**src/hw/rtl/kdlp_pkg.sv**
```systemverilog
// Package for the debounced key with long press and auto-repeat.
// Holds widths, register indexes, event codes and the counter helpers.
// No dependencies; every other file of the block imports it.
package kdlp_pkg;

  // Width of the internal tick counters; each counter saturates at all ones.
  localparam int COUNT_WIDTH = 16;
  // Width of the configuration thresholds.
  localparam int TICK_W = 16;
  // Compare width that holds both a counter and a threshold without loss.
  localparam int CMP_W = (COUNT_WIDTH > TICK_W) ? COUNT_WIDTH : TICK_W;
  localparam int CFG_IDX_W = 2;

  typedef logic [COUNT_WIDTH-1:0] count_t;
  typedef logic [TICK_W-1:0]      tick_t;
  typedef logic [CFG_IDX_W-1:0]   cfg_idx_t;

  localparam cfg_idx_t REG_DEBOUNCE = 2'd0;
  localparam cfg_idx_t REG_LONG     = 2'd1;
  localparam cfg_idx_t REG_REPEAT   = 2'd2;

  localparam tick_t DEBOUNCE_RST = 16'd20;
  localparam tick_t LONG_RST     = 16'd500;
  localparam tick_t REPEAT_RST   = 16'd200;

  typedef enum logic [1:0] {
    EV_NONE   = 2'd0,
    EV_SHORT  = 2'd1,
    EV_LONG   = 2'd2,
    EV_REPEAT = 2'd3
  } key_event_t;

  typedef struct packed {
    tick_t debounce_ticks;
    tick_t long_press_ticks;
    tick_t repeat_ticks;
  } cfg_t;

  typedef struct packed {
    key_event_t key_event;
    logic       key_pressed;
  } result_t;

  function automatic count_t sat_inc(input count_t v);
    sat_inc = (v == {COUNT_WIDTH{1'b1}}) ? v : v + count_t'(1);
  endfunction

  // True when the counter has reached the threshold.
  function automatic logic reached(input count_t c, input tick_t t);
    logic [CMP_W-1:0] ce;
    logic [CMP_W-1:0] te;
    ce = CMP_W'(c);
    te = CMP_W'(t);
    reached = (ce >= te);
  endfunction

endpackage

```
**src/hw/rtl/kdlp_if.sv**
```systemverilog
// Channel interfaces of the debounced key block: tick input, result output
// and configuration write. Depends on kdlp_pkg.
interface kdlp_in_if;
  import kdlp_pkg::*;
  logic valid;
  logic ready;
  logic key_level;
  modport source (output valid, output key_level, input ready);
  modport sink (input valid, input key_level, output ready);
endinterface

interface kdlp_out_if;
  import kdlp_pkg::*;
  logic       valid;
  logic       ready;
  logic [1:0] key_event;
  logic       key_pressed;
  modport source (output valid, output key_event, output key_pressed, input ready);
  modport sink (input valid, input key_event, input key_pressed, output ready);
endinterface

interface kdlp_cfg_if;
  import kdlp_pkg::*;
  logic     valid;
  logic     ready;
  cfg_idx_t index;
  tick_t    data;
  modport source (output valid, output index, output data, input ready);
  modport sink (input valid, input index, input data, output ready);
endinterface

```
**src/hw/rtl/kdlp_cfg_regs.sv**
```systemverilog
// Configuration register file of the debounced key block.
// Depends on kdlp_pkg; writes to an unused index are dropped.
module kdlp_cfg_regs (
  input  logic              clk,
  input  logic              rst_n,
  input  logic              wr_en,
  input  kdlp_pkg::cfg_idx_t wr_index,
  input  kdlp_pkg::tick_t   wr_data,
  output kdlp_pkg::cfg_t    cfg
);
  import kdlp_pkg::*;

  cfg_t cfg_r;

  always_ff @(posedge clk) begin
    if (!rst_n) begin
      cfg_r.debounce_ticks   <= DEBOUNCE_RST;
      cfg_r.long_press_ticks <= LONG_RST;
      cfg_r.repeat_ticks     <= REPEAT_RST;
    end else if (wr_en) begin
      case (wr_index)
        REG_DEBOUNCE: cfg_r.debounce_ticks   <= wr_data;
        REG_LONG:     cfg_r.long_press_ticks <= wr_data;
        REG_REPEAT:   cfg_r.repeat_ticks     <= wr_data;
        default: ;
      endcase
    end
  end

  assign cfg = cfg_r;

endmodule

```
**src/hw/rtl/kdlp_core.sv**
```systemverilog
// Key state and per-tick update logic of the debounced key block.
// Depends on kdlp_pkg; updates its state on every accepted tick.
module kdlp_core (
  input  logic              clk,
  input  logic              rst_n,
  input  logic              step,
  input  logic              key_level,
  input  kdlp_pkg::cfg_t    cfg,
  output kdlp_pkg::result_t result
);
  import kdlp_pkg::*;

  logic   last_level_r, last_level_nxt;
  logic   armed_r, armed_nxt;
  count_t deb_cnt_r, deb_cnt_nxt;
  logic   pressed_r, pressed_nxt;
  logic   long_r, long_nxt;
  count_t hold_cnt_r, hold_cnt_nxt;
  count_t rep_cnt_r, rep_cnt_nxt;
  key_event_t ev;

  always_comb begin
    last_level_nxt = last_level_r;
    armed_nxt      = armed_r;
    deb_cnt_nxt    = deb_cnt_r;
    pressed_nxt    = pressed_r;
    long_nxt       = long_r;
    hold_cnt_nxt   = pressed_r ? sat_inc(hold_cnt_r) : hold_cnt_r;
    rep_cnt_nxt    = pressed_r ? sat_inc(rep_cnt_r) : rep_cnt_r;
    ev             = EV_NONE;

    if (key_level != last_level_r || !armed_r) begin
      // A level change, or the first tick after reset, restarts debouncing.
      last_level_nxt = key_level;
      armed_nxt      = 1'b1;
      deb_cnt_nxt    = '0;
    end else begin
      deb_cnt_nxt = sat_inc(deb_cnt_r);
      if (reached(deb_cnt_nxt, cfg.debounce_ticks)) begin
        if (!key_level) begin
          if (!pressed_r) begin
            pressed_nxt  = 1'b1;
            long_nxt     = 1'b0;
            hold_cnt_nxt = '0;
            rep_cnt_nxt  = '0;
            ev           = EV_SHORT;
          end else if (!long_r && reached(hold_cnt_nxt, cfg.long_press_ticks)) begin
            long_nxt    = 1'b1;
            rep_cnt_nxt = '0;
            ev          = EV_LONG;
          end else if (long_r && reached(rep_cnt_nxt, cfg.repeat_ticks)) begin
            rep_cnt_nxt = '0;
            ev          = EV_REPEAT;
          end
        end else begin
          pressed_nxt = 1'b0;
        end
      end
    end
  end

  always_ff @(posedge clk) begin
    if (!rst_n) begin
      last_level_r <= 1'b0;
      armed_r      <= 1'b0;
      deb_cnt_r    <= '0;
      pressed_r    <= 1'b0;
      long_r       <= 1'b0;
      hold_cnt_r   <= '0;
      rep_cnt_r    <= '0;
    end else if (step) begin
      last_level_r <= last_level_nxt;
      armed_r      <= armed_nxt;
      deb_cnt_r    <= deb_cnt_nxt;
      pressed_r    <= pressed_nxt;
      long_r       <= long_nxt;
      hold_cnt_r   <= hold_cnt_nxt;
      rep_cnt_r    <= rep_cnt_nxt;
    end
  end

  assign result.key_event   = ev;
  assign result.key_pressed = pressed_nxt;

endmodule

```
**src/hw/rtl/key_debounce_long_press_repeat.sv**
```systemverilog
// Top level of the debounced key with long press and auto-repeat.
// Depends on kdlp_pkg, the interfaces in kdlp_if, kdlp_cfg_regs and kdlp_core.
//
//   Channel  Direction  Payload                        Handshake
//   in_ch    sink       key_level (1 bit)               valid / ready
//   out_ch   source     key_event (2), key_pressed (1)  valid / ready
//   cfg_ch   sink       index (2), data (16)            valid / ready
//
// One tick item is accepted per clock cycle while the output register is not
// stalled; its result appears in the output register on the next cycle, so the
// sustained rate is one item per cycle as long as the receiver takes each result.
// rst_n is synchronous and active low; it clears the key state, empties the
// output register and loads the default thresholds (20, 500, 200 ticks).
// A stalled result blocks new ticks only while it is still unread.
module key_debounce_long_press_repeat (
  input logic     clk,
  input logic     rst_n,
  kdlp_in_if.sink   in_ch,
  kdlp_out_if.source out_ch,
  kdlp_cfg_if.sink  cfg_ch
);
  import kdlp_pkg::*;

  cfg_t    cfg;
  result_t result;
  logic    in_fire;

  logic       out_valid_r;
  key_event_t out_event_r;
  logic       out_pressed_r;

  // The configuration port never stalls.
  assign cfg_ch.ready = 1'b1;

  kdlp_cfg_regs u_cfg (
    .clk      (clk),
    .rst_n    (rst_n),
    .wr_en    (cfg_ch.valid),
    .wr_index (cfg_ch.index),
    .wr_data  (cfg_ch.data),
    .cfg      (cfg)
  );

  // A new tick goes in whenever the output register is empty or is being
  // drained in this same cycle.
  assign in_ch.ready = !out_valid_r || out_ch.ready;
  assign in_fire     = in_ch.valid && in_ch.ready;

  kdlp_core u_core (
    .clk       (clk),
    .rst_n     (rst_n),
    .step      (in_fire),
    .key_level (in_ch.key_level),
    .cfg       (cfg),
    .result    (result)
  );

  // Output register: every tick produces exactly one result item.
  always_ff @(posedge clk) begin
    if (!rst_n) begin
      out_valid_r <= 1'b0;
    end else if (in_fire) begin
      out_valid_r <= 1'b1;
    end else if (out_ch.ready) begin
      out_valid_r <= 1'b0;
    end
  end

  // Payload needs no reset; it loads with each accepted tick.
  always_ff @(posedge clk) begin
    if (in_fire) begin
      out_event_r   <= result.key_event;
      out_pressed_r <= result.key_pressed;
    end
  end

  assign out_ch.valid       = out_valid_r;
  assign out_ch.key_event   = out_event_r;
  assign out_ch.key_pressed = out_pressed_r;

endmodule

```
**src/flat_wrapper.sv**
```systemverilog
// flat-port wrapper written by rule: the top's interface ports become plain ports
module key_debounce_long_press_repeat_flat import kdlp_pkg::*;
  (clk, rst_n, in_ch_valid, in_ch_key_level, in_ch_ready, out_ch_valid, out_ch_key_event, out_ch_key_pressed, out_ch_ready, cfg_ch_valid, cfg_ch_index, cfg_ch_data, cfg_ch_ready);
  kdlp_in_if in_ch_i ();
  kdlp_out_if out_ch_i ();
  kdlp_cfg_if cfg_ch_i ();
  input logic clk;
  input logic rst_n;
  input wire logic [$bits(in_ch_i.valid)-1:0] in_ch_valid;
  input wire logic [$bits(in_ch_i.key_level)-1:0] in_ch_key_level;
  output wire logic [$bits(in_ch_i.ready)-1:0] in_ch_ready;
  output wire logic [$bits(out_ch_i.valid)-1:0] out_ch_valid;
  output wire logic [$bits(out_ch_i.key_event)-1:0] out_ch_key_event;
  output wire logic [$bits(out_ch_i.key_pressed)-1:0] out_ch_key_pressed;
  input wire logic [$bits(out_ch_i.ready)-1:0] out_ch_ready;
  input wire logic [$bits(cfg_ch_i.valid)-1:0] cfg_ch_valid;
  input wire logic [$bits(cfg_ch_i.index)-1:0] cfg_ch_index;
  input wire logic [$bits(cfg_ch_i.data)-1:0] cfg_ch_data;
  output wire logic [$bits(cfg_ch_i.ready)-1:0] cfg_ch_ready;
  assign in_ch_i.valid = in_ch_valid;
  assign in_ch_i.key_level = in_ch_key_level;
  assign in_ch_ready = in_ch_i.ready;
  assign out_ch_valid = out_ch_i.valid;
  assign out_ch_key_event = out_ch_i.key_event;
  assign out_ch_key_pressed = out_ch_i.key_pressed;
  assign out_ch_i.ready = out_ch_ready;
  assign cfg_ch_i.valid = cfg_ch_valid;
  assign cfg_ch_i.index = cfg_ch_index;
  assign cfg_ch_i.data = cfg_ch_data;
  assign cfg_ch_ready = cfg_ch_i.ready;
  key_debounce_long_press_repeat u_core (.clk(clk), .rst_n(rst_n), .in_ch(in_ch_i), .out_ch(out_ch_i), .cfg_ch(cfg_ch_i));
endmodule
```
**config.mk**
```make
export PLATFORM = sky130hd
export DESIGN_NAME = key_debounce_long_press_repeat_flat
export DESIGN_NICKNAME = d
export VERILOG_FILES = /design/src/hw/rtl/kdlp_pkg.sv /design/src/hw/rtl/kdlp_if.sv /design/src/hw/rtl/kdlp_cfg_regs.sv /design/src/hw/rtl/kdlp_core.sv /design/src/hw/rtl/key_debounce_long_press_repeat.sv /design/src/flat_wrapper.sv
export SDC_FILE = /design/constraint.sdc
export NUM_CORES = 1
export LEC_CHECK = 0
export BUFFER_PORTS_ARGS = -buffer_cell sky130_fd_sc_hd__buf_2
export CORE_MARGIN = 4
export CORE_UTILIZATION = 55
export CTS_BUF_LIST = sky130_fd_sc_hd__clkbuf_16
export DETAILED_ROUTE_END_ITERATION = 12
export HOLD_SLACK_MARGIN = 0.12
export PLACE_DENSITY = 0.73
export SYNTH_ARGS = -nofsm -noshare
export SYNTH_HDL_FRONTEND = slang
export SYNTH_SLANG_ARGS = --single-unit
```
**constraint.sdc**
```tcl
create_clock -name clk -period 4.05 [get_ports clk]
set_clock_uncertainty 0.05 [all_clocks]
set_input_delay 0.81 -clock clk [delete_from_list [all_inputs] [get_ports clk]]
set_output_delay 0.81 -clock clk [all_outputs]
set_load 0.005 [all_outputs]
```
==> impl_metrics.csv <==
group,metric,value,unit
die,core,11080,um^2
setup_path,worstSetupPathType,"reg -> reg",
die,num_rows,38,
grt,grt_overflow,0,
routing,drtIter0Drc,441,
grt,antenna_found_initial,0,
routing,vias,5934,
logic_synthesis,synth-main-ff-cell,"dfxtp_1",
sta,hold_violations,0,
power_and_ir_drop,powerDensity,298.9,nW/um^2
grt,grt_max_degree,49,
hold_path,hold_class,"reg -> reg",
placement,hpwlAfterDp,12460,um
die,num_io_pins,30,
setup_path,start_kind,"flop",
clocking,clk_latency,0.36,ns
power_and_ir_drop,pwr-share-comb,7.8,%
routing,wire_per_inst,17.35,um
layout,fin_util,63.04,%
logic_synthesis,synthTopCellsByArea,"dfxtp_1, ha_1, nand2_1, a21oi_1, xnor2_1",
clocking,cts_buffer_depth,2,
clocking,cts_sinks,104,
power_and_ir_drop,switching_power,0.0005507,W
logic_synthesis,avgSynthCellArea,7.898,um^2
clocking,path_clk_slew,0.08,ns
logic_synthesis,yosysTopAreaCellShare,31.88,%
logic_synthesis,yosysUniqueCellTypes,71,
routing,ant_nets,0,
logic_synthesis,ys_seq_area_share,33.30,%
sta,tightest_slew,0.9786,ns
logic_synthesis,yosys_warnings,0,
routing,routed_wl,16850,um
grt,grt_pass1_wl,27720,um
placement,gp_congestion,0.9482,
logic_synthesis,syn_inst,803,
layout,fin_nets,901,
logic_synthesis,synth_common_cells,"nand2_1, dfxtp_1, a21oi_1",
logic_synthesis,synth_fp_nets,878,
die,die_x,115.4,um
power_and_ir_drop,p_clk_share,41.5,%
die,die-area,13310,um^2
grt,grt.total_usage,26.20,%
sta,timing.fmax,262.7,MHz
clocking,cts_root_buffer,"clkbuf_16",
sta,whs,0.4089,ns
layout,n_antenna_cell,0,
power_and_ir_drop,p_seq_share,50.7,%
logic_synthesis,synthArstFlopShare,0,%
sta,fin_crit,3.807,ns
run,cap_violations,0,
sta,fin_crit_sh,94.00,%
clocking,cts-buffers-inserted,9,
clocking,h-tree-depth,3,
logic_synthesis,synth_edf_count,3,
die,fp.dieH,115.4,um
power_and_ir_drop,p_int,0.001537,W
setup_path,critPathCaptureType,"flop",
logic_synthesis,syn-cell-area,6342,um^2
logic_synthesis,yosysMostFrequentCell,"nand2_1",
layout,drive_above_1_share,11.55,%
run_status,status,"completed",
routing,viasPerCell,6.111,
grt,grt_pass1_vias,5485,
clocking,cts_tree,"yes",
logic_synthesis,yosysTopAreaCell,"dfxtp_1",
setup_path,arrival,4.02,ns
sta,setup_tns,0,ns
layout,area_growth,10.12,%
setup_path,path_max_fanout,9,
die,start_util,57.25,%
power_and_ir_drop,swShare,26.38,%
routing,firstDrtPassIters,5,
routing,drc_errors,0,
sta,setup_viol,0,
sta,maxSlewHeadroom,34.48,%
setup_path,required,4.26,ns
power_and_ir_drop,p_leak,2.710,nW
power_and_ir_drop,vdd_drop_max,0.0002244,V
logic_synthesis,ys_ff_latch,104,
sta,rsz0062_at_grt,"false",
power_and_ir_drop,finalPower,0.002087,W
placement,io_buffers,28,
sta,maxSlewViolCount,0,
==> per-layer routing <==
layer  up-vias  wire (um)  GRT usage [%]
met5         -          0              0
met4         0        380          9.546
met3        29       1207          4.211
met2       236       7494          40.43
met1      2779       7764          37.00
li1       2890          -              -
==> cell families (layout without fill, tap and decap cells) <==
family / after synthesis / in the layout / share of synthesized area [%]
adder cells (fa/ha/maj): 51 / 51 / 10.06
buffers and inverters: 94 / 122 / 5.997
XOR/XNOR: 50 / 50 / 6.905
other: 1 / 1 / 0.05913
AND/OR/NAND/NOR: 315 / 315 / 23.91
flip-flops: 104 / 104 / 33.30
multiplexers: 7 / 7 / 1.223
AO/OA/AOI/OAI: 181 / 181 / 18.54
==> timing repair <==
action / 4_1_cts / 5_1_grt
buffers inserted: 0 / 5
hold buffers: 0 / 0
endpoints found under the setup margin: 3 / 29
pin swaps: 0 / 3
hold endpoints to repair: 0 / 0
gates resized for setup: 1 / 4
==> layout make-up <==
| cell class | count | area (um^2) |
|---|---|---|
| clock buffers | 9 | 225.2 |
| multi-input cells | 605 | 3874 |
| repair buffers | 49 | 310.3 |
| inverters | 57 | 214.0 |
| flip-flops and latches | 104 | 2113 |
| fillers | 972 | 4094 |
| well taps | 140 | 175.2 |
| clock inverters | 7 | 72.57 |
==> worst max-delay path: stages (launching register included) <==
cell and delay, ns:
dfxtp_1 0.58, nand3_1 0.27, nor3_1 0.64, nand2_1 0.16, xnor2_1 0.25, ha_1 0.29
a21oi_1 0.15, o21a_1 0.14, o221ai_1 0.17, a311oi_4 0.56, o21ai_2 0.20, a211oi_1 0.25
==> cell usage in the layout, fill, tap and decap left out, types with 6 or more instances in the layout <==
cell	netlist	final
nand2_1	133	133
dfxtp_1	101	100
a21oi_1	75	75
inv_1	56	56
ha_1	51	51
nand3_1	43	43
nor2_1	42	42
xnor2_1	28	28
buf_2	6	28
o21ai_0	27	27
nor3_1	26	24
xor2_1	22	22
buf_4	3	19
nand4_1	18	18
o211ai_1	12	12
clkbuf_16	0	9
a31oi_1	8	8
nor4_1	7	7
o21a_1	7	7
a22o_1	7	7
a211oi_1	6	6
and4_1	7	6
mux2_2	6	6
or3_1	6	6
==> power by group through the flow <==
stage,combinational [W],sequential (W),clock (W)
after CTS,0.000157,0.00106,0.000885
after detailed placement,0.000156,0.00108,0
after global routing,0.000181,0.00106,0.000940
after global placement,0.000152,0.00108,0
after floorplan,0.0000979,0.00108,0
final,0.000162,0.00106,0.000867
==> registers in the layout (all words and copies together) (netlist names) <==
signal,count
u_core.out_ch.valid,1
u_core.u_cfg.cfg,48
u_core.u_core.hold_cnt_r,16
u_core.out_ch.key_event,2
u_core.out_ch.key_pressed,1
u_core.u_core.long_r,1
u_core.u_core.rep_cnt_r,16
u_core.u_core.last_level_r,1
u_core.u_core.deb_cnt_r,16
u_core.u_core.pressed_r,1
u_core.u_core.armed_r,1
==> metrics by stage <==
| step | area [um^2] | worst slack (ns) | std cells |
|---|---|---|---|
| after floorplan | 6342 | 0.6406 | 803 |
| after global placement | 6616 | 0.1581 | 950 |
| after detailed placement | 6616 | 0.002401 | 950 |
| after CTS | 6922 | 0.08745 | 966 |
| after global routing | 6984 | 0.007849 | 971 |
| final | 6984 | 0.2428 | 971 |
==> worst paths after layout <==
path | startpoint | to | slack (ns) | cells past startpoint
setup / recovery | u_core.u_core.pressed_r | u_core.u_core.rep_cnt_r[2] | 0.24 | 11
hold reg to reg | u_core.u_cfg.cfg[40] | u_core.u_cfg.cfg[40] | 0.41 | 2
hold / removal | u_core.u_cfg.cfg[40] | u_core.u_cfg.cfg[40] | 0.41 | 2
setup reg to reg | u_core.u_core.pressed_r | u_core.u_core.rep_cnt_r[2] | 0.24 | 11
No activity file was read; power rests on OpenSTA's default activity.
